File: src/rtl/ulist_pkg.sv
`default_nettype none

package ulist_pkg;

  // Operation codes carried by the operation field.
  typedef enum logic [1:0] {
    OP_READ   = 2'd0,
    OP_FIND   = 2'd1,
    OP_ADD    = 2'd2,
    OP_REMOVE = 2'd3
  } op_t;

  // Sequencer states.
  typedef enum logic [1:0] {
    S_IDLE,
    S_PROBE,
    S_EVAL,
    S_OUT
  } state_t;

  // Per-cell control from the sequencer.
  typedef struct packed {
    logic probe;      // capture compare and read tap this cycle
    logic live;       // cell holds a valid entry
    logic sel;        // cell sits at the requested position
    logic load;       // write the incoming identifier
    logic take_next;  // copy the right-hand neighbour's entry
  } cell_ctl_t;

endpackage

`default_nettype wire

File: src/rtl/ulist_cell.sv
`default_nettype none

module ulist_cell
  import ulist_pkg::*;
#(
  parameter int ID_WIDTH = 32
) (
  input  wire logic                clk,
  input  wire cell_ctl_t           ctl,
  input  wire logic [ID_WIDTH-1:0] id,
  input  wire logic [ID_WIDTH-1:0] next_value,
  output logic      [ID_WIDTH-1:0] value,
  output logic                     match,
  output logic      [ID_WIDTH-1:0] tap
);

  // The entry itself: written by an append or by the gap-closing shift.
  always_ff @(posedge clk) begin
    if (ctl.load) begin
      value <= id;
    end else if (ctl.take_next) begin
      value <= next_value;
    end
  end

  // Compare and read results, registered so the sequencer sees them in the cycle after the probe.
  always_ff @(posedge clk) begin
    if (ctl.probe) begin
      match <= ctl.live && (value == id);
      tap   <= ctl.sel ? value : '0;
    end
  end

endmodule

`default_nettype wire

File: config.mk
export PLATFORM = sky130hd
export DESIGN_NAME = ulist_cell
export DESIGN_NICKNAME = d
export VERILOG_FILES = /design/src/rtl/ulist_pkg.sv /design/src/rtl/ulist_cell.sv
export SDC_FILE = /design/constraint.sdc
export NUM_CORES = 1
export LEC_CHECK = 0
export ABC_AREA = 1
export BUFFER_PORTS_ARGS = -buffer_cell sky130_fd_sc_hd__clkbuf_2
export CORE_ASPECT_RATIO = 2
export CORE_MARGIN = 8
export CORE_UTILIZATION = 53
export CTS_BUF_LIST = sky130_fd_sc_hd__clkbuf_2
export DETAILED_ROUTE_END_ITERATION = 10
export GPL_TIMING_DRIVEN = 0
export PLACE_DENSITY = 0.88
export SYNTH_ARGS = -nofsm -noshare
export SYNTH_HDL_FRONTEND = slang
export SYNTH_SLANG_ARGS = --single-unit
export TNS_END_PERCENT = 30
File: constraint.sdc
create_clock -name clk -period 2.6 [get_ports clk]
set_clock_uncertainty 0.2 [all_clocks]
set_input_delay 0.26 -clock clk [delete_from_list [all_inputs] [get_ports clk]]
set_output_delay 0.26 -clock clk [all_outputs]
set_load 0.1 [all_outputs]
==> results by stage <==
Die:
- The die covers between 8000 and 9000 sq um.
- From bottom edge to top edge, the die measures 125 um.
- The starting utilization of the core area is 53.8%.
- The region available for standard cell placement spans slightly below 6000 sq um.
- The initialized floorplan defines 40 standard-cell rows.
- The width of the chip is 70.5 um.
- The top-level I/O count is 135.

Place:
- Buffers placed on the I/O ports in this run total 134.
- The half-perimeter wire length after detailed placement is about 6200 um.
- After detailed placement, the design holds a cell count of 554.
- The final weighted congestion of routability-driven global placement is 0.781.
- At the placement stage, the worst setup path has a slack of 937 ps.

Pwr:
- The switching portion of total power is 43.3%.
- Across the VDD grid, the largest voltage drop is 0.561 mV.
- In this run the power density over the cells is 659 nW/um^2.
- For this design the total switching power over the nets is 1.33 mW.
- The internal portion of the total power is 1.74 mW.
- The proportion of power drawn by combinational gates is 37.4%.
- In this run, the clock network consumes 19.0% of the power.
- After layout, the design draws a total of 3.06 mW.
- The sequential cell fraction of total power is 43.6%.
- Summed over all cells, the static leakage comes to 2.57 nW.

GRT:
- The via count of the first global-routing pass is 3512.
- The first-pass GRT wire length is between 15000 and 20000 um.
- Across every metal layer, demand over resource in global routing totals between 20% and 30%.
- The number of antenna violations at the first check in global routing is 0.
- The pin count of the biggest net entering global routing is 34.
- The remaining global-route overflow is 0.

Synth:
- Yosys mapped the design onto 13 distinct sky130hd cell types.
- The total nets after synthesis is between 400 and 500.
- The post-synthesis area per instance is between 8 and 9 sq um.
- The number of instances in the synthesized netlist is roughly 360.
- For this run, the number of Yosys warnings is 0.
- Counting flops and latches in the post-synthesis netlist gives 65.
- The share of the Yosys chip area taken by registers is 62.0%.
- The post-synthesis cell area is roughly 3100 sq um.

Layout:
- The number of nets in the final layout is about 640.
- In the layout the commonest cells are sky130_fd_sc_hd__nand2_1, sky130_fd_sc_hd__clkbuf_2, sky130_fd_sc_hd__inv_1.
- The area growth from synthesis to layout is 47.7%.
- The number of filler cells placed in the layout is around 380.
- 0 antenna diodes ended up in the layout.
- The final cell count without fillers is 635.
- Of the cells placed in the final design, the portion with a size suffix greater than 1 is 27.4%.
- The library cell used most frequently in the layout, excluding fill and tap cells, is sky130_fd_sc_hd__nand2_1.

Clock network:
- The number of setup buffers added after CTS is 0.
- Buffers inserted during clock tree synthesis total 9.
- The number of sinks on the clock net is 65.
- The master cell of the clock root buffer is sky130_fd_sc_hd__clkbuf_2.
- TritonCTS built the clock tree.
- No sink is reached through more buffers than the 2 on the longest clock path.
- The number of levels the H-tree was split into is 3.
- The clock slew at the register clock pins of the worst setup and hold paths is 190 ps.
- The clock network latency to the later pin of the worst-skew pair is 510 ps.
- In this run, post-CTS repair resized a total of 0 instances.

Timing:
- The worst-case setup margin in the final layout is 654 ps.
- The total count of hold-check failures in the final report is 0.
- The upper clock frequency limit is 0.514 GHz.
- Setup repair after global routing left no endpoint under its margin.
- The period utilization is 74.9%.
- In this run the tightest slew margin relative to its limit is approximately two fifths.
- The slew at the pin with the worst max-slew slack is 871 ps.
- The worst hold-check slack is 65.6 ps.
- The final total negative setup slack is 0 ps.
- The number of setup violations in the final report is 0.
- After layout, the minimum clock period comes to 1950 ps.
- The final number of max-transition violations is 0.

Hold path:
- The worst hold path stage count is 6.
- The path with the worst hold slack has its endpoint at match$_DFFE_PP_.
- The startpoint identified for the worst hold timing path is id[30].
- In this run the worst hold path is classified as primary input to flop.

Detailed routing:
- The residual DRC count is 0.
- The initial DRC count is 246.
- In this run the remaining antenna-violating nets after routing total 0.
- The first TritonRoute pass finished after 5 iterations.
- Dividing the detail-routed via count by the number of cells gives about 5.
- After detailed routing, the total wire length is 10300 um.
- In the final routed layout, each cell accounts on average for 16.2 um.
- The via count is 3162.

Worst setup path:
- The kind of critical path is flop to output pin.
- The critical path goes through clkbuf_2.
- The buffering stage count on the worst path with inverters included is 1.
- The endpoint of the worst register-to-register path is match$_DFFE_PP_.
- The startpoint identified for the worst register-to-register timing path is value[21]$_DFFE_PP_.
- The cell with the biggest individual delay on the critical path is sky130_fd_sc_hd__clkbuf_2.
- The gate family responsible for the most delay along the worst path is buffers and inverters.
- The worst setup path is captured at an output pin.
- For the worst setup path, the data required time is approximately 2100 ps.
- The arrival time of data at the critical path endpoint is ~1500 ps.
- The worst setup slack for register-to-register paths is 1050 ps.
- The startpoint type of the worst setup path is a flop.
- The length in cells of the worst reg-to-reg path is 7.
- Along the worst path, the maximum fanout reaches 3.
- The peak per-stage delay on the critical path is 490 ps.

Flow run:
- The tool flagged a number of max-cap violations equal to 0.

Run status:
- The run finished with clean final reports.
==> how the worst max path moves through the flow <==
stage / start / to / slack (ps) / depth (start not counted)
floorplan: value[1]$_DFFE_PP_ / match$_DFFE_PP_ / 720 / 8
global placement: ctl[1] / value[6]$_DFFE_PP_ / 930 / 2
detailed placement: ctl[1] / value[0]$_DFFE_PP_ / 940 / 2
CTS: value[11]$_DFFE_PP_ / value[11] / 670 / 1
global route: value[27]$_DFFE_PP_ / value[27] / 610 / 1
finish: value[22]$_DFFE_PP_ / value[22] / 650 / 1
==> stage by stage <==
stage | instance area [sq um] | util, %
global route | 4650 | 79.4
floorplan | 3150 | -
finish | 4650 | 79.4
detailed placement | 3900 | 66.6
global placement | 3900 | 66.6
CTS | 4650 | 79.4
==> state kept, by name, summed over array words and instances (netlist names) <==
register / flops
match: 1
tap: 32
value: 32
==> Yosys cell counts <==
| library cell | count | area, sq um |
|---|---|---|
| sky130_fd_sc_hd__o21ai_0 | 21 | 105 |
| sky130_fd_sc_hd__inv_1 | 72 | 270 |
| sky130_fd_sc_hd__nor2_1 | 17 | 63.8 |
| sky130_fd_sc_hd__nand2_1 | 157 | 589 |
| sky130_fd_sc_hd__xor2_1 | 1 | 8.76 |
| sky130_fd_sc_hd__or2_2 | 1 | 6.26 |
| sky130_fd_sc_hd__edfxtp_1 | 65 | 1950 |
| sky130_fd_sc_hd__inv_2 | 1 | 3.75 |
| sky130_fd_sc_hd__nand3_1 | 2 | 10.0 |
| sky130_fd_sc_hd__buf_2 | 8 | 40.0 |
| sky130_fd_sc_hd__xnor2_1 | 10 | 87.6 |
| sky130_fd_sc_hd__o211ai_1 | 1 | 7.51 |
| sky130_fd_sc_hd__clkbuf_1 | 1 | 3.75 |
==> layout make-up <==
| class | count | area (sq um) | share of cell area, % |
|---|---|---|---|
| Multi-Input combinational cell | 210 | 878 | 18.9 |
| Tap cell | 63 | 78.8 | 1.70 |
| Buffer | 9 | 43.8 | 0.942 |
| Timing Repair Buffer | 199 | 1320 | 28.4 |
| Clock buffer | 11 | 55.1 | 1.18 |
| Clock inverter | 5 | 46.3 | 0.996 |
| Inverter | 73 | 274 | 5.89 |
| Sequential cell | 65 | 1950 | 42.0 |
==> cell families (layout without fill, tap and decap cells) <==
group / after synthesis / count (layout) / share of synthesized area (%)
AOI/OAI and AO/OA: 22 / 22 / 3.58
xor gates and xnor gates: 11 / 11 / 3.06
DFF: 65 / 65 / 62.0
and+or+nand+nor: 177 / 177 / 21.3
buffers and inverters: 82 / 297 / 10.1
==> power by group through the flow <==
stage | logic, mW | clock network, mW | registers (mW)
after floorplan | 0.173 | 0 | 2.00
after global placement | 1.02 | 0 | 1.35
after detailed placement | 1.03 | 0 | 1.36
after CTS | 1.13 | 0.577 | 1.33
after global routing | 1.20 | 0.624 | 1.35
final | 1.15 | 0.582 | 1.34
==> repair_timing <==
action                     CTS  global route
hold buffers                65             0
hold endpoints to repair    34             0
setup endpoints to repair    0             0
==> per-layer routing <==
metal	vias to the layer above	share of wire, %	track usage [%]
li1	1514	-	-
met1	1422	35	22.4
met2	200	50	41.4
met3	26	12	9.11
met4	0	3.2	11.9
met5	-	0	0
Note: power is estimated with default switching activity, not from simulation.
